$ cat src/sv/smsk_pkg.sv
package smsk_pkg;

   localparam int MAX_SAMPLES = 1024;
   localparam int FRAC_BITS   = 16;
   localparam int SAMPLE_W    = 32;
   localparam int ADDR_W      = $clog2(MAX_SAMPLES);
   localparam int CNT_W       = $clog2(MAX_SAMPLES + 1);
   localparam int SUM_W       = 48;
   localparam int ACC2_W      = 2 * SAMPLE_W + ADDR_W + 1;
   localparam int ACC3_W      = 3 * SAMPLE_W + ADDR_W + 2;
   localparam int DIV_W       = ACC3_W;
   localparam int DIVC_W      = $clog2(DIV_W + 1);
   localparam int M3_W        = 64;
   localparam int DEN_W       = 3 * SAMPLE_W;
   localparam int SKEW_STEPS  = M3_W + 3 * FRAC_BITS;
   localparam int SKEWC_W     = $clog2(SKEW_STEPS);
   localparam int SKEW_W      = 24;
   localparam int STATUS_W    = 2;

   localparam logic [STATUS_W-1:0] ST_OK         = 2'd0;
   localparam logic [STATUS_W-1:0] ST_SIGMA_ZERO = 2'd1;
   localparam logic [STATUS_W-1:0] ST_SKEW_SAT   = 2'd2;
   localparam logic [STATUS_W-1:0] ST_OVERFLOW   = 2'd3;

   typedef struct packed {
      logic signed [SUM_W-1:0] sum;
      logic [CNT_W-1:0]        count;
      logic                    ovf;
   } job_type;

   typedef struct packed {
      logic                we;
      logic [ADDR_W-1:0]   addr;
      logic [SAMPLE_W-1:0] data;
   } store_wr_type;

endpackage

$ cat src/sv/smsk_jobq.sv
module smsk_jobq
   import smsk_pkg::*;
(
   input  logic    clock,
   input  logic    reset,
   input  logic    push,
   input  job_type push_job,
   input  logic    pop,
   output logic    empty,
   output job_type head
);

   job_type    slot_ff [2];
   logic       wr_ff;
   logic       rd_ff;
   logic [1:0] fill_ff;

   assign empty = fill_ff == 2'd0;
   assign head  = slot_ff[rd_ff];

   always_ff @(posedge clock) begin
      if (push) slot_ff[wr_ff] <= push_job;
   end

   always_ff @(posedge clock) begin
      if (reset) begin
         wr_ff   <= 1'b0;
         rd_ff   <= 1'b0;
         fill_ff <= '0;
      end else begin
         if (push) wr_ff <= ~wr_ff;
         if (pop)  rd_ff <= ~rd_ff;
         fill_ff <= fill_ff + 2'(push) - 2'(pop);
      end
   end

endmodule

$ cat config.mk
export PLATFORM = sky130hd
export DESIGN_NAME = smsk_jobq
export DESIGN_NICKNAME = d
export VERILOG_FILES = /design/src/sv/smsk_pkg.sv /design/src/sv/smsk_jobq.sv
export SDC_FILE = /design/constraint.sdc
export NUM_CORES = 1
export LEC_CHECK = 0
export BUFFER_PORTS_ARGS = -buffer_cell sky130_fd_sc_hd__buf_2
export CAP_MARGIN = 20
export CORE_ASPECT_RATIO = 0.9
export CORE_UTILIZATION = 51
export CTS_CLUSTER_SIZE = 28
export DETAILED_ROUTE_END_ITERATION = 6
export PLACE_DENSITY = 0.77
export SYNTH_ARGS = -nofsm -noshare
export SYNTH_HDL_FRONTEND = slang
export SYNTH_SLANG_ARGS = --single-unit
$ cat constraint.sdc
create_clock -name clock -period 6.18 [get_ports clock]
set_input_delay 0.927 -clock clock [delete_from_list [all_inputs] [get_ports clock]]
set_output_delay 0.927 -clock clock [all_outputs]
set_load 0.01 [all_outputs]
## Word level (Yosys, flattened, before mapping)

Memories as Yosys holds them, arrays and structs flattened. A register that Yosys moved wholly into a read port is not among the register bits.
Index checks and enable logic that the tools add are counted.

- Output and inout port bits: 61
- Memories kept: 1
- Latch bits: 0
- RAM bits: 120
- Bits in read-only memories: 0
- Flip-flop bits (word level): 4

Memories:

| name | depth | bits a word | read ports | clocked after Yosys merged registers in | write ports | line | text |
|---|---|---|---|---|---|---|---|
| slot_ff | 2 | 60 | 1 | 1 | 1 | smsk_jobq.sv:13 | `job_type slot_ff [2];` |

- Add/subtract/negate cells: 2
- Shift-type cells: 0
- Order comparisons: 0
- Divide/modulo/power cells: 0
- Equality and inequality tests: 0
- Multiply operators: 0
- Reductions and logical operators: 1
- Bitwise logic cells: 2
- Multiplexer cells: 4

Operator list:

| operator | number |
|---|---|
| $mux W1 | 4 |
| $add A2 B1 Y2 | 1 |
| $logic_not A2 Y1 | 1 |
| $not A1 Y1 | 2 |
| $sub A2 B1 Y2 | 1 |

## Logic depth before layout (Yosys ltp)

- Depth in word-level cells: 3
- Gate-level depth with buffers: 6
- Gate-level depth less buffers: 6

## Worst setup path before layout

No wires, ideal clock.

- Path type: in2reg
- Start: in push
- End: mem slot_ff[0][0] in the netlist's numbering (enable)
- Cell stages on the path: 1
- Buffers on the path: 0
- Slack: 2.124 ns
- Arrival: 3.571 ns
- Cells stage by stage: nor2b_1

- Longest elaborated chain between the ends: 2

Ends and longest elaborated chain:

| what | line | text |
|---|---|---|
| from (decl) | smsk_jobq.sv:6 | `input logic push,` |
| $mux W1 | smsk_jobq.sv:22 | `if (push) slot_ff[wr_ff] <= push_job;` |
| $mux W1 (implied by the code) | smsk_jobq.sv:22 |  |
| to (decl) | smsk_jobq.sv:13 |  |

No other way between the ends.

==> summary.md <==
| Metric | Value |
|---|---|
| Outcome | completed |
| Worst reg-to-reg setup slack | 4560 ps |
| Worst slew margin | 45.5% |
| Post-Syn Nets | 273 |
| DR pass1 iterations | 4 |
| Synth warn | 0 |
| Antenna diode count | 0 |
| Top cells by area, synth | edfxtp_1, mux2_4, buf_12 |
| Leak | 0.00247 uW |
| Distinct cells, synth | 12 |
| DP Worst Slack | 3600 ps |
| Post-route insts no fill | 481 |
| Critical path launch point type | register |
| Max IR drop VDD | 0.000235 V |
| Post-CTS setup buffer count | 0 |
| Global route total overflow | 0 |
| Type of element capturing the critical path | primary output |
| Row count | 33 |
| Clock buffer depth | 2 |
| Clk_lat worst skew | 500 ps |
| #FFs+latches synth | 125 |
| Total CTS buffers | 17 |
| P per Cell Area | 360 nW/um2 |
| Required @ worst endpoint | 5250 ps |
| Hold Fails Final Rpt | 0 |
| Delay-heaviest family, CP | flip-flops |
| Crit-path cells | buf_16, mux2_4, buf_2 |
| Iteration-0 DRC Markers | 87 |
| Buf+Inv Stages, Crit Path | 2 |
| Final setup TNS | 0 ps |
| Post-synthesis sequential area ratio | 76.4% |
| Post-CTS resize count | 0 |
| Setup CP Type | reg2out |
| Port buffer count | 124 |
| Top cell type's share of synthesized area | 74.4% |
| CTS clk-pin slew, worst paths | 50 ps |
| DR DRC count | 0 |
| Initial antenna violation count | 0 |
| CP arrival | 2000 ps |
| Hold-fix buffers, CTS | 0 |
| Initial core utilization | 52.9% |
| Die width | 105 um |
| Crit path max-delay cell type | dfxtp_4 |
| Largest family of logic cells by synthesized area | multiplexers |
| Synth Area in Adders | 0.516% |
| Skew final | 4.30 ps |
| Die area | 9900 um2 |
| Die Y-Extent | 94.5 um |
| H-tree depth | 4 |
| GRT Resource Usage Total | 16.1% |
| Vias in the first global route | 2,377 |
| Via density | 4.86 |
| Global-route wire length before repair | 11,500 um |
| Most common cell after layout, fill and taps aside | buf_2 |
| Max Fclk | 341 MHz |
| Placed instance count | 448 |
| Mean Syn Cell Area | 23.4 um2 |
| DR vias | 2,339 |
| WL per Instance | 15.8 um |
| Period utilization | 47.4% |
| Post-Synthesis Cells | 207 |
| Max Cap Viol | 0 |
| Routed wire length | 7620 um |
| Core Area | 9170 um2 |
| Commonest non-fill, non-tap cells in the layout | buf_2, edfxtp_1, mux2_4 |
| Synth Area in XOR/XNOR | 0.826% |
| Critical-path maximum fanout | 35 |
| Layout cell share with drive strength beyond 1 | 61.3% |
| Total power | 2210 uW |
| Largest net degree at the start of global routing | 61 |
| Max-slew violations | 0 |
| Clk root buf | clkbuf_8 |
| CTS Sinks | 125 |
| RD Place Congestion | 0.637 |
| Setup-failing EPs final | 0 |
| RSZ-0062 raised after global routing | no |
| Worst-Margin Slew | 818 ps |
| Area Overhead vs Synth | 26.5% |
| Hold WC Path Type | reg2reg |
| HPWL after DPL | 4650 um |
| Post-synthesis mux area share | 18.6% |
| CTS tree | yes |
| Post-Synthesis Cell Area | 4850 um2 |
| Fin crit period | 2930 ps |
| Compound-Gate Fraction of Synth Area | 0% |
| Worst setup margin | 3250 ps |
| Area leader, netlist | edfxtp_1 |
| IO Count | 125 |
| Crit-path max cell delay | 690 ps |
| Simple-gate share of the synthesized area | 0.775% |
| Nets | 412 |
| Routed Antenna Nets | 0 |
==> synthesized netlist by cell type <==
library cell    n
and2_1          1
buf_12          6
buf_6           1
dfxtp_1         5
edfxtp_1      120
ha_1            2
inv_1           2
mux2_4         60
nor2_1          5
nor2b_1         2
xnor2_1         2
xnor3_1         1
==> metrics by stage <==
| stage | cell area, um2 | hold slack, ps | util (%) |
|---|---|---|---|
| 3_3_place_gp | 5520 | 493 | 60.2 |
| 4_1_cts | 6100 | 534 | 66.6 |
| 6_report | 6130 | 528 | 66.9 |
| 3_5_place_dp | 5520 | 513 | 60.2 |
| 2_1_floorplan | 4850 | 480 | - |
| 5_1_grt | 6130 | 576 | 66.9 |
==> registers in the layout (all words and copies together) (netlist names), named ones only <==
name	flops
fill_ff	2
rd_ff	1
slot_ff	120
wr_ff	1
==> final timing paths <==
kind | startpoint | endpoint | depth (start not counted)
hold / removal | rd_ff | rd_ff | 2
hold reg to reg | rd_ff | rd_ff | 2
setup / recovery | register | head[1] | 3
setup reg to reg | wr_ff | slot_ff[1][25] | 2
==> cells by family (layout without fill, tap and decap cells) <==
kind of cell,count (synthesis),count (layout)
XOR/XNOR,3,3
adder cells (fa/ha/maj),2,2
buffers and inverters,9,161
flip-flops,125,125
multiplexers,60,60
AND/OR/NAND/NOR,8,8
==> metal layers <==
| metal | up-vias | track usage [%] | share of wire, % |
|---|---|---|---|
| met5 | - | 0 | 0 |
| met4 | 0 | 9.51 | 1.4 |
| met3 | 10 | 5.80 | 8.3 |
| met2 | 95 | 25.9 | 49 |
| met1 | 1140 | 18.9 | 41 |
| li1 | 1094 | - | - |
==> cell type report <==
class	instances	area, um2
clock buffers	19	422
clock inverters	13	168
fillers	661	3030
inverters	2	7.51
multi-input cells	73	1010
flip-flops and latches	125	3710
well taps	122	153
repair buffers	127	663
==> power breakdown <==
part / leakage (uW) / switching, uW / total (uW) / internal (uW)
clock network: 0.000282 / 345 / 961 / 616
registers: 0.00117 / 24.1 / 1010 / 990
logic: 0.00102 / 103 / 230 / 127
==> tightest hold or removal path, stage by stage, from the launching register on <==
cell	delay (ps)
dfxtp_1	320
xnor2_1	90
nor2_1	80
Note: power is estimated with default switching activity, not from simulation.
