===== src/sv/smsk_pkg.sv =====
package smsk_pkg;

   localparam int MAX_SAMPLES = 1024;
   localparam int FRAC_BITS   = 16;
   localparam int SAMPLE_W    = 32;
   localparam int ADDR_W      = $clog2(MAX_SAMPLES);
   localparam int CNT_W       = $clog2(MAX_SAMPLES + 1);
   localparam int SUM_W       = 48;
   localparam int ACC2_W      = 2 * SAMPLE_W + ADDR_W + 1;
   localparam int ACC3_W      = 3 * SAMPLE_W + ADDR_W + 2;
   localparam int DIV_W       = ACC3_W;
   localparam int DIVC_W      = $clog2(DIV_W + 1);
   localparam int M3_W        = 64;
   localparam int DEN_W       = 3 * SAMPLE_W;
   localparam int SKEW_STEPS  = M3_W + 3 * FRAC_BITS;
   localparam int SKEWC_W     = $clog2(SKEW_STEPS);
   localparam int SKEW_W      = 24;
   localparam int STATUS_W    = 2;

   localparam logic [STATUS_W-1:0] ST_OK         = 2'd0;
   localparam logic [STATUS_W-1:0] ST_SIGMA_ZERO = 2'd1;
   localparam logic [STATUS_W-1:0] ST_SKEW_SAT   = 2'd2;
   localparam logic [STATUS_W-1:0] ST_OVERFLOW   = 2'd3;

   typedef struct packed {
      logic signed [SUM_W-1:0] sum;
      logic [CNT_W-1:0]        count;
      logic                    ovf;
   } job_type;

   typedef struct packed {
      logic                we;
      logic [ADDR_W-1:0]   addr;
      logic [SAMPLE_W-1:0] data;
   } store_wr_type;

endpackage


===== src/sv/smsk_front.sv =====
module smsk_front
   import smsk_pkg::*;
(
   input  logic                       clock,
   input  logic                       reset,
   input  logic                       req_push,
   input  logic signed [SAMPLE_W-1:0] req_sample,
   input  logic                       req_last,
   output logic                       req_full,
   input  logic                       hold,
   output store_wr_type               store_wr,
   output logic                       job_push,
   output job_type                    job
);

   logic [CNT_W-1:0]        cnt_ff, cnt_in;
   logic signed [SUM_W-1:0] sum_ff, sum_in;
   logic                    ovf_ff, ovf_in;
   logic                    take;
   logic                    room;

   assign req_full = hold;
   assign take     = req_push && !hold;
   assign room     = cnt_ff < CNT_W'(MAX_SAMPLES);

   always_comb begin
      cnt_in = cnt_ff;
      sum_in = sum_ff;
      ovf_in = ovf_ff;
      if (room) begin
         cnt_in = cnt_ff + 1'b1;
         sum_in = sum_ff + SUM_W'(req_sample);
      end else begin
         ovf_in = 1'b1;
      end
   end

   assign store_wr.we   = take && room;
   assign store_wr.addr = cnt_ff[ADDR_W-1:0];
   assign store_wr.data = req_sample;
   assign job_push      = take && req_last;
   assign job.sum       = sum_in;
   assign job.count     = cnt_in;
   assign job.ovf       = ovf_in;

   always_ff @(posedge clock) begin
      if (reset) begin
         cnt_ff <= '0;
         sum_ff <= '0;
         ovf_ff <= 1'b0;
      end else if (take) begin
         if (req_last) begin
            // hand the set over, start a fresh one
            cnt_ff <= '0;
            sum_ff <= '0;
            ovf_ff <= 1'b0;
         end else begin
            cnt_ff <= cnt_in;
            sum_ff <= sum_in;
            ovf_ff <= ovf_in;
         end
      end
   end

endmodule


===== config.mk =====
export PLATFORM = sky130hd
export DESIGN_NAME = smsk_front
export DESIGN_NICKNAME = d
export VERILOG_FILES = /design/src/sv/smsk_pkg.sv /design/src/sv/smsk_front.sv
export SDC_FILE = /design/constraint.sdc
export NUM_CORES = 1
export LEC_CHECK = 0
export BUFFER_PORTS_ARGS = -buffer_cell sky130_fd_sc_hd__buf_2
export CAP_MARGIN = 15
export CORE_AREA = 2 2 142 144
export CTS_BUF_LIST = sky130_fd_sc_hd__clkbuf_2
export CTS_CLUSTER_DIAMETER = 40
export CTS_CLUSTER_SIZE = 16
export DETAILED_ROUTE_END_ITERATION = 10
export DIE_AREA = 0 0 144 146
export GPL_TIMING_DRIVEN = 0
export PLACE_DENSITY = 0.46
export SYNTH_ARGS = -nofsm -noshare
export SYNTH_HDL_FRONTEND = slang
export SYNTH_SLANG_ARGS = --single-unit
export TNS_END_PERCENT = 30

===== constraint.sdc =====
create_clock -name clock -period 8.9 [get_ports clock]
set_clock_uncertainty 0.1 [all_clocks]
set_input_delay 1.335 -clock clock [delete_from_list [all_inputs] [get_ports clock]]
set_output_delay 1.335 -clock clock [all_outputs]
set_load 0.01 [all_outputs]

# After elaboration in Yosys (flattened, before gate mapping)

Cells that the tools add are included.
Widths: inputs -> output; s select.

Magnitude comparators: 1
Reductions and logical operators: 4
Add/subtract/negate cells: 2
Multiplexer cells: 6

Operators with widths:

| operator              | count |
|---|---|
| $mux 48               | 2 |
| $add 48x32->48        | 1 |
| $mux 11               | 2 |
| $add 11x1->11 const B | 1 |
| $lt 11x11->1 const B  | 1 |
| $logic_and 1x1->1     | 3 |
| $mux 1                | 2 |
| $logic_not 1->1       | 1 |

Bits in registers: 60
Word-level logic and storage cells: 16
Output and inout bits: 105
Input bits: 37

# Logic depth before layout (Yosys ltp)

Gate-level depths: netlist (run 1).

Word-level depth: 3
Depth in mapped cells: 10
Gate-level depth less buffers: 10

# Least setup slack after synthesis (run 1)

Ideal clock, no wire load.

Path kind: in2out
Start: in req_sample[0]
End: out job[58] (netlist name)
Path slack: 3639 ps
Arrival: 3826 ps
Required time: 7465 ps
Cell stages on the path: 10
Path through: ha_1 -> fa_1 -> a21o_1 -> a221o_1 -> a211oi_2 -> a211oi_1 -> a211oi_2 -> a21oi_1 -> or3_1 -> a31o_1

RTL lines:

| what               | line             | RTL |
|---|---|---|
| start: declaration | smsk_front.sv:7  | `input logic signed [SAMPLE_W-1:0] req_sample,` |
| end: declaration   | smsk_front.sv:13 | `output job_type job` |

==> flow_results.xml, run 1 <==
<?xml version="1.0" encoding="UTF-8"?>
<metrics>
  <group name="sta">
    <metric name="hold-worst-slack" unit="ps">398</metric>
    <metric name="slew-limit-headroom" unit="">0.395</metric>
    <metric name="fin_tns_setup" unit="ps">0</metric>
    <metric name="rsz0062_at_grt" unit="">false</metric>
    <metric name="setup_violations" unit="">0</metric>
    <metric name="worst_pin_slew" unit="ps">904</metric>
    <metric name="timing.final.crit_share" unit="">0.678</metric>
    <metric name="clock.fmax" unit="GHz">0.166</metric>
    <metric name="max_slew_violation_count" unit="">0</metric>
    <metric name="report.final.hold_viol_count" unit="">0</metric>
    <metric name="fin_crit" unit="ps">6030</metric>
  </group>
  <group name="clock_network">
    <metric name="worst_setup_hold_path_clk_slew" unit="ps">170</metric>
    <metric name="clock_latency_of_the_later_clocked_register_in_the_worst_skew_pair" unit="ps">570</metric>
    <metric name="clock_tree.root_cell" unit="">clkbuf_2</metric>
    <metric name="cts_hold_fix_bufs" unit="">0</metric>
    <metric name="h-tree-depth" unit="">3</metric>
    <metric name="clock_sinks" unit="">60</metric>
    <metric name="clock_path_buffers" unit="">2</metric>
    <metric name="cts-buffers-inserted" unit="">9</metric>
    <metric name="cts_post_setup_buffers_inserted" unit="">0</metric>
    <metric name="cts_tree" unit="">done</metric>
    <metric name="post_cts.resized_instances" unit="">0</metric>
  </group>
  <group name="global_routing">
    <metric name="grtUsageMet2" unit="">0.310</metric>
    <metric name="grt_usage" unit="">0.192</metric>
    <metric name="largest_net_degree_at_the_start_of_global_routing" unit="">22</metric>
    <metric name="grt_pass1_wl" unit="um">32200</metric>
    <metric name="grt_util_met1" unit="">0.268</metric>
    <metric name="grt_pass1_vias" unit="">6007</metric>
    <metric name="groute.layer.met3.usage" unit="">0.0296</metric>
    <metric name="grt-ovfl-total" unit="">0</metric>
    <metric name="busiest_layer" unit="">met2</metric>
    <metric name="antenna_found_initial" unit="">1</metric>
  </group>
  <group name="cells_and_area">
    <metric name="area_delta_synth_final" unit="%">19.2</metric>
    <metric name="layout-drive-gt1-share" unit="">0.224</metric>
    <metric name="fillerInstances" unit="">2121</metric>
    <metric name="multiInputGateArea" unit="sq um">4060</metric>
    <metric name="final_core_utilization" unit="">0.357</metric>
    <metric name="register_area" unit="sq um">1200</metric>
    <metric name="nNetsFinal" unit="">1037</metric>
  </group>
  <group name="floorplanning">
    <metric name="floorplan.io_pins" unit="">142</metric>
    <metric name="core" unit="sq um">19300</metric>
    <metric name="placementRows" unit="">51</metric>
    <metric name="die_area" unit="sq um">21000</metric>
    <metric name="die-width" unit="um">144</metric>
    <metric name="die_height" unit="um">146</metric>
    <metric name="initial_core_util" unit="">0.299</metric>
  </group>
  <group name="pwr">
    <metric name="power.static_leakage" unit="nW">3.13</metric>
    <metric name="peakVddDrop" unit="mV">0.0431</metric>
    <metric name="design_power_total" unit="mW">0.699</metric>
    <metric name="power.density" unit="nW/um^2">101</metric>
  </group>
  <group name="placed_design">
    <metric name="gpl_congestion" unit="">0.855</metric>
    <metric name="portBuffers" unit="">141</metric>
    <metric name="post-dp-hpwl" unit="um">15700</metric>
  </group>
  <group name="logic_synthesis">
    <metric name="synthesis.yosys.warnings" unit="">0</metric>
    <metric name="synth_edf_count" unit="">0</metric>
    <metric name="syn_nets" unit="">885</metric>
    <metric name="post_synth_num_cell_types" unit="">56</metric>
    <metric name="netlist_instances" unit="">799</metric>
    <metric name="synth.ff_latch_count" unit="">60</metric>
    <metric name="synthArstFlopShare" unit="">0</metric>
    <metric name="synth-main-ff-cell" unit="">dfxtp_1</metric>
    <metric name="post_syn_area_per_cell" unit="sq um">7.24</metric>
    <metric name="seq_area_frac_synth" unit="">0.208</metric>
    <metric name="synth.cell_area" unit="sq um">5780</metric>
  </group>
  <group name="detailed_routing">
    <metric name="via_cell_ratio" unit="">5.10</metric>
    <metric name="postRouteWirelength" unit="um">20000</metric>
    <metric name="routed-via-count" unit="">6225</metric>
    <metric name="detailedRoute.firstPassIterationCount" unit="">5</metric>
    <metric name="route.detailed.drc" unit="">0</metric>
    <metric name="dr.first_iter.drc_count" unit="">335</metric>
    <metric name="ant_nets" unit="">0</metric>
    <metric name="wl_per_cell" unit="um">16.4</metric>
  </group>
  <group name="setup_path">
    <metric name="worst-endpoint-required" unit="ps">7470</metric>
    <metric name="largest_fanout_on_the_critical_path" unit="">5</metric>
    <metric name="cp.arrival" unit="ps">4600</metric>
    <metric name="critical_path_class" unit="">in -&gt; out</metric>
    <metric name="endpoint_type_of_the_worst_setup_path" unit="">output pin</metric>
    <metric name="critPathLaunchType" unit="">input port</metric>
  </group>
  <group name="run_status">
    <metric name="status" unit="">complete, no violations</metric>
  </group>
  <group name="hold_path">
    <metric name="holdCritPathClass" unit="">reg -&gt; reg</metric>
  </group>
  <group name="run">
    <metric name="maxCapViolCount" unit="">0</metric>
  </group>
</metrics>
[area by class of cell]
| type | count | share of cell area |
|---|---|---|
| multi-input cells | 643 | 0.588 |
| diodes | 1 | 0.000363 |
| repair buffers | 141 | 0.102 |
| plain buffers | 87 | 0.0713 |
| well taps | 265 | 0.0481 |
| flip-flops and latches | 60 | 0.174 |
| clock inverters | 4 | 0.00254 |
| clock buffers | 11 | 0.00799 |
| inverters | 9 | 0.00490 |
[through the flow]
stage                     instances  worst slack, ps  instance area, sq um
final                          1221             2870                  6890
after global routing           1221             2600                  6890
after CTS                      1220             2840                  6890
after detailed placement       1205             2860                  6820
after global placement         1205             2840                  6820
after floorplan                 799             3640                  5780
[cell usage after synthesis, types with 8 or more instances]
cell type,number,area [sq um]
dfxtp_1,60,1200
ha_1,48,601
and2_1,10,62.6
and3_1,11,68.8
nand2_1,116,435
xnor2_1,32,280
inv_1,8,30.0
o21ai_0,84,420
xor2_1,22,193
nand3_1,17,85.1
a22oi_1,37,278
a21oi_1,56,280
buf_4,44,330
nor3_1,11,55.1
nor2_1,71,267
clkbuf_1,41,154
a21o_1,22,165
nand4_1,13,81.3
[registers in the layout, summed over array words and instances, names as in the netlist]
name and flops:
ovf_ff 1, sum_ff 48, cnt_ff 11
[cells in the final DEF, fill, tap and decap left out, types with 3 or more instances in the layout]
cell type | Yosys | routed
a211oi_2 | 3 | 3
nor3_1 | 11 | 11
nand4_1 | 13 | 13
nand3_1 | 17 | 17
a41oi_1 | 4 | 4
nor2b_1 | 4 | 4
ha_1 | 48 | 48
a31oi_1 | 3 | 3
nand2b_1 | 3 | 3
inv_1 | 8 | 8
o21a_1 | 4 | 4
buf_4 | 44 | 44
o21bai_1 | 7 | 7
a221oi_1 | 3 | 3
xor2_1 | 22 | 22
a211oi_1 | 6 | 6
and4_1 | 5 | 5
o31ai_1 | 7 | 7
a21o_1 | 22 | 22
or3_1 | 3 | 3
clkbuf_1 | 41 | 41
o211ai_1 | 6 | 6
clkbuf_2 | 0 | 11
buf_2 | 0 | 141
mux2_2 | 7 | 7
o21ai_0 | 84 | 84
nand2_1 | 116 | 116
and3_1 | 11 | 11
dfxtp_1 | 60 | 60
a21oi_1 | 56 | 56
nor2_1 | 71 | 71
xnor2_1 | 32 | 32
and2_1 | 10 | 10
a22oi_1 | 37 | 37
[metal layers]
layer | share of wire | vias up
met4 | 0.013 | 0
met3 | 0.050 | 19
met2 | 0.45 | 168
met5 | 0 | -
met1 | 0.49 | 2885
li1 | - | 3153
[worst paths after layout]
| path | from | to | slack [ps] | cells past startpoint |
|---|---|---|---|---|
| setup reg to reg | sum_ff[0]$_SDFFE_PP0P_ | sum_ff[28]$_SDFFE_PP0P_ | 5380 | 10 |
| setup / recovery | req_sample[0] | job[58] | 2870 | 12 |
| hold reg to reg | sum_ff[38]$_SDFFE_PP0P_ | sum_ff[38]$_SDFFE_PP0P_ | 400 | 2 |
| hold / removal | sum_ff[38]$_SDFFE_PP0P_ | sum_ff[38]$_SDFFE_PP0P_ | 400 | 2 |
[kinds of logic after synthesis]
| family | after synthesis | share of synthesized area |
|---|---|---|
| simple gates | 272 | 0.211 |
| compound gates | 260 | 0.285 |
| buf+inv | 96 | 0.0909 |
| flops | 60 | 0.208 |
| xor+xnor | 54 | 0.0818 |
| fa+ha+maj | 49 | 0.107 |
| mux | 8 | 0.0154 |
[power breakdown]
part	internal [mW]	total [mW]	switching, mW
Clock	0.0350	0.154	0.119
Sequential	0.277	0.284	0.00699
Combinational	0.104	0.260	0.157
[critical path, cell delays in order]
cell      delay, ps
buf_2           110
ha_1            240
fa_1            410
a21o_1          200
a221o_1         420
a211oi_2        280
a211oi_1        190
a211oi_2        430
a21oi_1         170
or3_1           400
a31o_1          260
buf_2           150
No activity file was read; power rests on OpenSTA's default activity.
==> inputs of run 2 (changes only) <==
--- a/config.mk
+++ b/config.mk
@@ -5,16 +5,17 @@
 export SDC_FILE = /design/constraint.sdc
 export NUM_CORES = 1
 export LEC_CHECK = 0
+export ABC_AREA = 1
 export BUFFER_PORTS_ARGS = -buffer_cell sky130_fd_sc_hd__buf_2
 export CAP_MARGIN = 15
-export CORE_AREA = 2 2 142 144
+export CORE_AREA = 2 2 163 165
 export CTS_BUF_LIST = sky130_fd_sc_hd__clkbuf_2
 export CTS_CLUSTER_DIAMETER = 40
 export CTS_CLUSTER_SIZE = 16
 export DETAILED_ROUTE_END_ITERATION = 10
-export DIE_AREA = 0 0 144 146
+export DIE_AREA = 0 0 165 167
 export GPL_TIMING_DRIVEN = 0
-export PLACE_DENSITY = 0.46
+export PLACE_DENSITY = 0.44
 export SYNTH_ARGS = -nofsm -noshare
 export SYNTH_HDL_FRONTEND = slang
 export SYNTH_SLANG_ARGS = --single-unit
==> constraint.sdc (replaced) <==
create_clock -name clock -period 6.2 [get_ports clock]
set_clock_uncertainty 0.1 [all_clocks]
set_input_delay 0.93 -clock clock [delete_from_list [all_inputs] [get_ports clock]]
set_output_delay 0.93 -clock clock [all_outputs]
set_load 0.01 [all_outputs]
==> flow_results.xml, run 2 <==
<?xml version="1.0" encoding="UTF-8"?>
<metrics>
  <group name="logic_synthesis">
    <metric name="post_syn_area_per_cell" unit="sq um">5.52</metric>
    <metric name="synth.cell_area" unit="sq um">7650</metric>
    <metric name="post_synth_num_cell_types" unit="">44</metric>
    <metric name="synth.ff_latch_count" unit="">60</metric>
    <metric name="post_synth_fa_ha_maj_area_fraction" unit="">0.0811</metric>
    <metric name="synth_top_family_by_area" unit="">simple AND/OR/NAND/NOR gates</metric>
    <metric name="post_synth_main_area_contributors" unit="">nand2_1, dfxtp_1, inv_1, ha_1, nand3_1</metric>
    <metric name="synth_edf_count" unit="">0</metric>
    <metric name="netlist_instances" unit="">1387</metric>
    <metric name="synthArstFlopShare" unit="">0</metric>
    <metric name="synthesis.yosys.warnings" unit="">0</metric>
    <metric name="post_synth_and_or_nand_nor_area_fraction" unit="">0.470</metric>
    <metric name="seq_area_frac_synth" unit="">0.157</metric>
    <metric name="synthMostInstantiatedCell" unit="">nand2_1</metric>
    <metric name="post_synth_xor_area_fraction" unit="">0.0275</metric>
    <metric name="synth_area_leader_cell" unit="">nand2_1</metric>
    <metric name="synth_compound_area_frac" unit="">0.0751</metric>
    <metric name="syn_nets" unit="">1473</metric>
    <metric name="synth-main-ff-cell" unit="">dfxtp_1</metric>
    <metric name="muxShareOfSynthArea" unit="">0.00393</metric>
    <metric name="synth_commonest_cells" unit="">nand2_1, inv_1, nand3_1</metric>
    <metric name="post-synth-top-area-fraction" unit="">0.258</metric>
  </group>
  <group name="cells_and_area">
    <metric name="area_delta_synth_final" unit="%">16.7</metric>
    <metric name="largest_register" unit="">sum_ff</metric>
    <metric name="final_common_cell" unit="">nand2_1</metric>
    <metric name="post_route_standard_cell_area_excluding_fillers" unit="sq um">8920</metric>
    <metric name="nNetsFinal" unit="">1625</metric>
    <metric name="layout-drive-gt1-share" unit="">0.212</metric>
    <metric name="mostFrequentLayoutCells" unit="">nand2_1, inv_1, buf_2</metric>
    <metric name="largest_register_ffs" unit="">48</metric>
    <metric name="largest_registers_in_the_final_layout" unit="">sum_ff x48, cnt_ff x11, ovf_ff x1</metric>
    <metric name="fillerInstances" unit="">3021</metric>
  </group>
  <group name="run">
    <metric name="maxCapViolCount" unit="">0</metric>
  </group>
  <group name="pwr">
    <metric name="power.switching_fraction" unit="">0.420</metric>
    <metric name="netSwitchingPower" unit="mW">0.501</metric>
    <metric name="clock_power_share" unit="">0.293</metric>
    <metric name="internal_power" unit="mW">0.693</metric>
    <metric name="power.static_leakage" unit="nW">4.97</metric>
    <metric name="power.density" unit="nW/um^2">134</metric>
    <metric name="power.share.combinational" unit="">0.365</metric>
    <metric name="peakVddDrop" unit="mV">0.0850</metric>
    <metric name="power.share.sequential" unit="">0.342</metric>
  </group>
  <group name="floorplanning">
    <metric name="die_area" unit="sq um">27600</metric>
    <metric name="floorplan.io_pins" unit="">142</metric>
    <metric name="die-width" unit="um">165</metric>
    <metric name="placementRows" unit="">59</metric>
    <metric name="die_height" unit="um">167</metric>
    <metric name="core" unit="sq um">25800</metric>
    <metric name="initial_core_util" unit="">0.297</metric>
  </group>
  <group name="global_routing">
    <metric name="grt_pass1_wl" unit="um">42500</metric>
    <metric name="largest_net_degree_at_the_start_of_global_routing" unit="">19</metric>
    <metric name="grt-ovfl-total" unit="">0</metric>
    <metric name="grt_pass1_vias" unit="">7776</metric>
    <metric name="antenna_found_initial" unit="">2</metric>
    <metric name="grt_usage" unit="">0.201</metric>
  </group>
  <group name="run_status">
    <metric name="status" unit="">complete, no violations</metric>
  </group>
  <group name="sta">
    <metric name="setup_violations" unit="">0</metric>
    <metric name="fin_crit" unit="ps">4220</metric>
    <metric name="timing.final.crit_share" unit="">0.680</metric>
    <metric name="clock.fmax" unit="GHz">0.237</metric>
    <metric name="rsz0062_at_grt" unit="">false</metric>
    <metric name="slew-limit-headroom" unit="">0.497</metric>
    <metric name="worst_pin_slew" unit="ps">755</metric>
    <metric name="report.final.hold_viol_count" unit="">0</metric>
    <metric name="fin_tns_setup" unit="ps">0</metric>
    <metric name="max_slew_violation_count" unit="">0</metric>
  </group>
  <group name="setup_path">
    <metric name="crit_chain" unit="">buf_2 -&gt; ha_1 -&gt; nand2_1 -&gt; nor2_1 -&gt; nand2_1 -&gt; nor3_2 -&gt; nand3_1 -&gt; nand4_1 -&gt; nand3_1 -&gt; and2_2 -&gt; buf_2</metric>
    <metric name="cp.arrival" unit="ps">3190</metric>
    <metric name="largest_fanout_on_the_critical_path" unit="">18</metric>
    <metric name="max_stage_delay" unit="ps">480</metric>
    <metric name="critical_path.slowest_cell" unit="">ha_1</metric>
    <metric name="endpoint_type_of_the_worst_setup_path" unit="">output pin</metric>
    <metric name="worst-endpoint-required" unit="ps">5170</metric>
    <metric name="top_family_by_delay_on_critical_path" unit="">simple AND/OR/NAND/NOR gates</metric>
    <metric name="critical_path_class" unit="">in -&gt; out</metric>
    <metric name="critPathLaunchType" unit="">input port</metric>
    <metric name="cp_num_buf_inv" unit="">2</metric>
  </group>
  <group name="clock_network">
    <metric name="clock_tree.root_cell" unit="">clkbuf_2</metric>
    <metric name="clock_latency_of_the_later_clocked_register_in_the_worst_skew_pair" unit="ps">640</metric>
    <metric name="worst_setup_hold_path_clk_slew" unit="ps">220</metric>
    <metric name="clock_path_buffers" unit="">2</metric>
    <metric name="cts_hold_fix_bufs" unit="">0</metric>
    <metric name="clock_sinks" unit="">60</metric>
    <metric name="post_cts.resized_instances" unit="">0</metric>
    <metric name="h-tree-depth" unit="">3</metric>
    <metric name="cts-buffers-inserted" unit="">9</metric>
    <metric name="cts_post_setup_buffers_inserted" unit="">0</metric>
    <metric name="cts_tree" unit="">done</metric>
  </group>
  <group name="detailed_routing">
    <metric name="routed-via-count" unit="">8347</metric>
    <metric name="ant_nets" unit="">0</metric>
    <metric name="dr.first_iter.drc_count" unit="">371</metric>
    <metric name="wl_per_cell" unit="um">14.5</metric>
    <metric name="detailedRoute.firstPassIterationCount" unit="">5</metric>
    <metric name="route.detailed.drc" unit="">0</metric>
    <metric name="via_cell_ratio" unit="">4.44</metric>
    <metric name="postRouteWirelength" unit="um">27200</metric>
  </group>
  <group name="hold_path">
    <metric name="holdCritPathClass" unit="">reg -&gt; reg</metric>
  </group>
  <group name="placed_design">
    <metric name="gpl_congestion" unit="">0.878</metric>
    <metric name="dpl-instance-area" unit="sq um">8770</metric>
    <metric name="post-dp-hpwl" unit="um">23000</metric>
    <metric name="portBuffers" unit="">141</metric>
  </group>
</metrics>
==> run 2: changes by cell type in the layout (fill, tap and decap cells not counted), moves of 26 or more <==
cell     delta
a21oi_1    +26
a22oi_1    -36
inv_1     +232
nand2_1   +410
nand2_2    +29
nand3_1    +68
nor2_2     +29
o21ai_0    -79
==> run 2: kinds of logic (layout without fill, tap and decap cells) <==
kind of cell,count (synthesis),count (layout)
AND/OR/NAND/NOR,816,816
buffers and inverters,329,486
adder cells (fa/ha/maj),49,49
XOR/XNOR,24,24
other,0,2
flip-flops,60,60
multiplexers,3,3
AO/OA/AOI/OAI,106,106
==> run 2: metal layers <==
layer  up-vias  part of all wire  GRT usage
li1       4465                 -          -
met1      3683              0.51      0.289
met2       176              0.43      0.316
met3        21             0.050     0.0279
met4         2             0.013     0.0469
met5         -           0.00040          0
==> run 2: worst paths after layout <==
kind | startpoint | endpoint | slack [ps] | depth (start not counted)
setup / recovery | req_sample[31] | job[54] | 1980 | 11
hold / removal | ovf_ff$_SDFFE_PP0P_ | ovf_ff$_SDFFE_PP0P_ | 370 | 2
setup reg to reg | sum_ff[0]$_SDFFE_PP0P_ | sum_ff[44]$_SDFFE_PP0P_ | 3700 | 12
hold reg to reg | ovf_ff$_SDFFE_PP0P_ | ovf_ff$_SDFFE_PP0P_ | 370 | 2
==> run 2: stage by stage <==
step / instances / utilization / setup WS [ps] / power (mW) / hold WS (ps)
floorplan: 1387 / - / 2690 / 0.704 / 327
CTS: 1879 / 0.346 / 1950 / 1.21 / 366
global route: 1881 / 0.346 / 1760 / 1.28 / 386
detailed placement: 1863 / 0.341 / 1960 / 0.855 / 340
global placement: 1863 / 0.341 / 1950 / 0.853 / 340
finish: 1881 / 0.346 / 1980 / 1.19 / 365
==> run 2: power groups by stage <==
stage | combinational (mW) | clock (mW) | sequential (mW)
global placement | 0.438 | 0 | 0.415
global route | 0.494 | 0.372 | 0.410
floorplan | 0.291 | 0 | 0.412
CTS | 0.441 | 0.363 | 0.408
finish | 0.436 | 0.350 | 0.408
detailed placement | 0.439 | 0 | 0.415
==> run 2: layout make-up <==
type	instances	area [sq um]	area share
multi-input cells	998	5030	0.564
clock inverters	7	100	0.0112
flip-flops and latches	60	1200	0.135
inverters	256	962	0.108
diodes	2	5.00	0.000561
plain buffers	73	455	0.0510
clock buffers	9	45.0	0.00505
repair buffers	141	706	0.0791
well taps	335	419	0.0470
==> run 2: worst reg2reg max path, cell delays in order, from the launching register on <==
cell and delay [ps]:
dfxtp_1 370, ha_1 220, fa_1 460, nand3_1 100
nand3_1 220, nand3_1 160, nand3_2 120, nand2_1 160
nand3_1 90, nand2_1 60, nand3_1 160, nand3_1 130
a21oi_1 60
==> inputs of run 3 (changes only) <==
--- a/config.mk
+++ b/config.mk
@@ -15,7 +15,7 @@
 export DETAILED_ROUTE_END_ITERATION = 10
 export DIE_AREA = 0 0 165 167
 export GPL_TIMING_DRIVEN = 0
-export PLACE_DENSITY = 0.44
+export PLACE_DENSITY = 0.46
 export SYNTH_ARGS = -nofsm -noshare
 export SYNTH_HDL_FRONTEND = slang
 export SYNTH_SLANG_ARGS = --single-unit
==> constraint.sdc (replaced) <==
create_clock -name clock -period 3.6 [get_ports clock]
set_clock_uncertainty 0.1 [all_clocks]
set_input_delay 0.54 -clock clock [delete_from_list [all_inputs] [get_ports clock]]
set_output_delay 0.54 -clock clock [all_outputs]
set_load 0.01 [all_outputs]
==> flow_results.xml, run 3 (synthesized netlist as in run 2, its figures left out) <==
<?xml version="1.0" encoding="UTF-8"?>
<metrics>
  <group name="run_status">
    <metric name="status" unit="">complete, no violations</metric>
  </group>
  <group name="setup_path">
    <metric name="largest_fanout_on_the_critical_path" unit="">5</metric>
    <metric name="critical_path.reg2reg.startpoint" unit="">sum_ff[0]$_SDFFE_PP0P_</metric>
    <metric name="cp.arrival" unit="ps">2860</metric>
    <metric name="critical_path.slowest_cell" unit="">ha_1</metric>
    <metric name="critPathLaunchType" unit="">flip-flop</metric>
    <metric name="crit_chain" unit="">ha_1 -&gt; nand2_2 -&gt; nor2_2 -&gt; nand2_1 -&gt; nor3_2 -&gt; nand3_1 -&gt; nand4_1 -&gt; nand3_1 -&gt; and2_2 -&gt; buf_2</metric>
    <metric name="max_stage_delay" unit="ps">420</metric>
    <metric name="crit-reg2reg-capture" unit="">sum_ff[30]$_SDFFE_PP0P_</metric>
    <metric name="cpMostUsedCell" unit="">nand3_1</metric>
    <metric name="timing.reg2reg.setup_slack" unit="ps">1250</metric>
    <metric name="endpoint_type_of_the_worst_setup_path" unit="">output pin</metric>
    <metric name="worstRegToRegCells" unit="">14</metric>
    <metric name="critical_path_class" unit="">reg -&gt; out</metric>
    <metric name="worst-endpoint-required" unit="ps">2960</metric>
  </group>
  <group name="clock_network">
    <metric name="h-tree-depth" unit="">3</metric>
    <metric name="clock_tree.root_cell" unit="">clkbuf_2</metric>
    <metric name="cts_hold_fix_bufs" unit="">0</metric>
    <metric name="clock_latency_of_the_later_clocked_register_in_the_worst_skew_pair" unit="ps">580</metric>
    <metric name="worst_setup_hold_path_clk_slew" unit="ps">190</metric>
    <metric name="clock_sinks" unit="">60</metric>
    <metric name="cts-buffers-inserted" unit="">9</metric>
    <metric name="clock_path_buffers" unit="">2</metric>
    <metric name="cts_tree" unit="">done</metric>
  </group>
  <group name="hold_path">
    <metric name="whs_endpoint" unit="">ovf_ff$_SDFFE_PP0P_</metric>
    <metric name="holdCritPathClass" unit="">in -&gt; reg</metric>
    <metric name="hp-start" unit="">hold</metric>
    <metric name="min_path_cells" unit="">4</metric>
  </group>
  <group name="sta">
    <metric name="clock.fmax" unit="GHz">0.286</metric>
    <metric name="slew-limit-headroom" unit="">0.475</metric>
    <metric name="rsz0062_at_grt" unit="">true</metric>
    <metric name="fin_tns_setup" unit="ps">0</metric>
    <metric name="max_slew_violation_count" unit="">0</metric>
    <metric name="worst_pin_slew" unit="ps">788</metric>
    <metric name="setup_violations" unit="">0</metric>
    <metric name="timing.final.crit_share" unit="">0.972</metric>
    <metric name="report.final.hold_viol_count" unit="">0</metric>
    <metric name="hold-worst-slack" unit="ps">170</metric>
    <metric name="fin_crit" unit="ps">3500</metric>
  </group>
  <group name="pwr">
    <metric name="power.static_leakage" unit="nW">5.01</metric>
    <metric name="clock_power_share" unit="">0.246</metric>
    <metric name="power.share.combinational" unit="">0.393</metric>
    <metric name="netSwitchingPower" unit="mW">0.817</metric>
    <metric name="internal_power" unit="mW">1.13</metric>
    <metric name="power.share.sequential" unit="">0.361</metric>
    <metric name="power.density" unit="nW/um^2">215</metric>
    <metric name="power.switching_fraction" unit="">0.420</metric>
    <metric name="peakVddDrop" unit="mV">0.116</metric>
  </group>
  <group name="detailed_routing">
    <metric name="dr.first_iter.drc_count" unit="">445</metric>
    <metric name="detailedRoute.firstPassIterationCount" unit="">5</metric>
    <metric name="ant_nets" unit="">0</metric>
    <metric name="via_cell_ratio" unit="">4.40</metric>
    <metric name="route.detailed.drc" unit="">0</metric>
    <metric name="wl_per_cell" unit="um">14.2</metric>
    <metric name="postRouteWirelength" unit="um">26800</metric>
    <metric name="routed-via-count" unit="">8282</metric>
  </group>
  <group name="floorplanning">
    <metric name="die-width" unit="um">165</metric>
    <metric name="floorplan.io_pins" unit="">142</metric>
    <metric name="die_area" unit="sq um">27600</metric>
    <metric name="die_height" unit="um">167</metric>
    <metric name="initial_core_util" unit="">0.297</metric>
    <metric name="core" unit="sq um">25800</metric>
    <metric name="placementRows" unit="">59</metric>
  </group>
  <group name="cells_and_area">
    <metric name="mostFrequentLayoutCells" unit="">nand2_1, inv_1, buf_2</metric>
    <metric name="instances_no_fill" unit="">1882</metric>
    <metric name="layout-drive-gt1-share" unit="">0.232</metric>
    <metric name="fillerInstances" unit="">2973</metric>
    <metric name="largest_register_ffs" unit="">48</metric>
    <metric name="final_common_cell" unit="">nand2_1</metric>
    <metric name="area_delta_synth_final" unit="%">18.2</metric>
    <metric name="nNetsFinal" unit="">1627</metric>
    <metric name="final_core_utilization" unit="">0.351</metric>
    <metric name="largest_register" unit="">sum_ff</metric>
    <metric name="largest_registers_in_the_final_layout" unit="">sum_ff x48, cnt_ff x11, ovf_ff x1</metric>
  </group>
  <group name="global_routing">
    <metric name="largest_net_degree_at_the_start_of_global_routing" unit="">19</metric>
    <metric name="grt_usage" unit="">0.198</metric>
    <metric name="grt_pass1_vias" unit="">7900</metric>
    <metric name="antenna_found_initial" unit="">1</metric>
    <metric name="grt_pass1_wl" unit="um">42000</metric>
    <metric name="grt-ovfl-total" unit="">0</metric>
  </group>
  <group name="placed_design">
    <metric name="gpl_congestion" unit="">0.908</metric>
    <metric name="post-dp-hpwl" unit="um">22700</metric>
    <metric name="placedCellCount" unit="">1863</metric>
    <metric name="portBuffers" unit="">141</metric>
  </group>
  <group name="run">
    <metric name="maxCapViolCount" unit="">0</metric>
  </group>
</metrics>
-- run 3: power groups by stage --
stage               combinational (mW)  sequential (mW)  clock, mW
floorplan                        0.501            0.710          0
global placement                 0.753            0.715          0
detailed placement               0.755            0.715          0
CTS                              0.759            0.702      0.506
global route                     0.859            0.706      0.527
finish                           0.765            0.702      0.479
-- run 3: layout make-up --
type                            count  area, sq um  area share
Antenna cell                        1         2.50    0.000277
Buffer                             73          455      0.0504
Clock buffer                       11         55.1     0.00609
Clock inverter                      5         52.6     0.00581
Inverter                          256          962       0.106
Multi-Input combinational cell    998         5170       0.572
Sequential cell                    60         1200       0.133
Tap cell                          335          419      0.0464
Timing Repair Buffer              143          721      0.0797
-- run 3: layer usage --
layer	share of wire	track usage
met2	0.43	0.314
met4	0.015	0.0450
met5	0	0
met1	0.50	0.278
met3	0.050	0.0349
-- run 3: critical path: cells and delay by family, from the launching register on --
kind,cells,cell delay [ps]
adders and majority gates,1,420
buffers and inverters,1,130
DFF,1,370
and+or+nand+nor,8,1370
-- run 3: per-stage QoR --
| stage | power (mW) | setup slack [ps] | instance area [sq um] |
|---|---|---|---|
| final | 1.95 | 101 | 9040 |
| after global routing | 2.09 | -77.7 | 9040 |
| after CTS | 1.97 | 3.85 | 8890 |
| after detailed placement | 1.47 | 145 | 8770 |
| after global placement | 1.47 | 150 | 8770 |
| after floorplan | 1.21 | 875 | 7650 |
-- run 3: repair_timing --
item                                    in CTS  in global routing
pin swaps                                    0                  1
hold endpoints to repair                     0                  0
endpoints found under the setup margin       5                 16
setup buffers                                0                  2
resized for setup                            3                 31
-- run 3: how the worst max path moves through the flow --
stage                                 start  endpoint  slack [ps]  depth (start not counted)
floorplan                     req_sample[0]   job[44]         870                         13
global placement              req_sample[0]   job[52]         150                         15
detailed placement            req_sample[0]   job[52]         140                         15
CTS                 sum_ff[15]$_SDFFE_PP0P_   job[47]           4                         12
global route        sum_ff[28]$_SDFFE_PP0P_   job[54]         -80                         10
finish              sum_ff[28]$_SDFFE_PP0P_   job[54]         100                         10
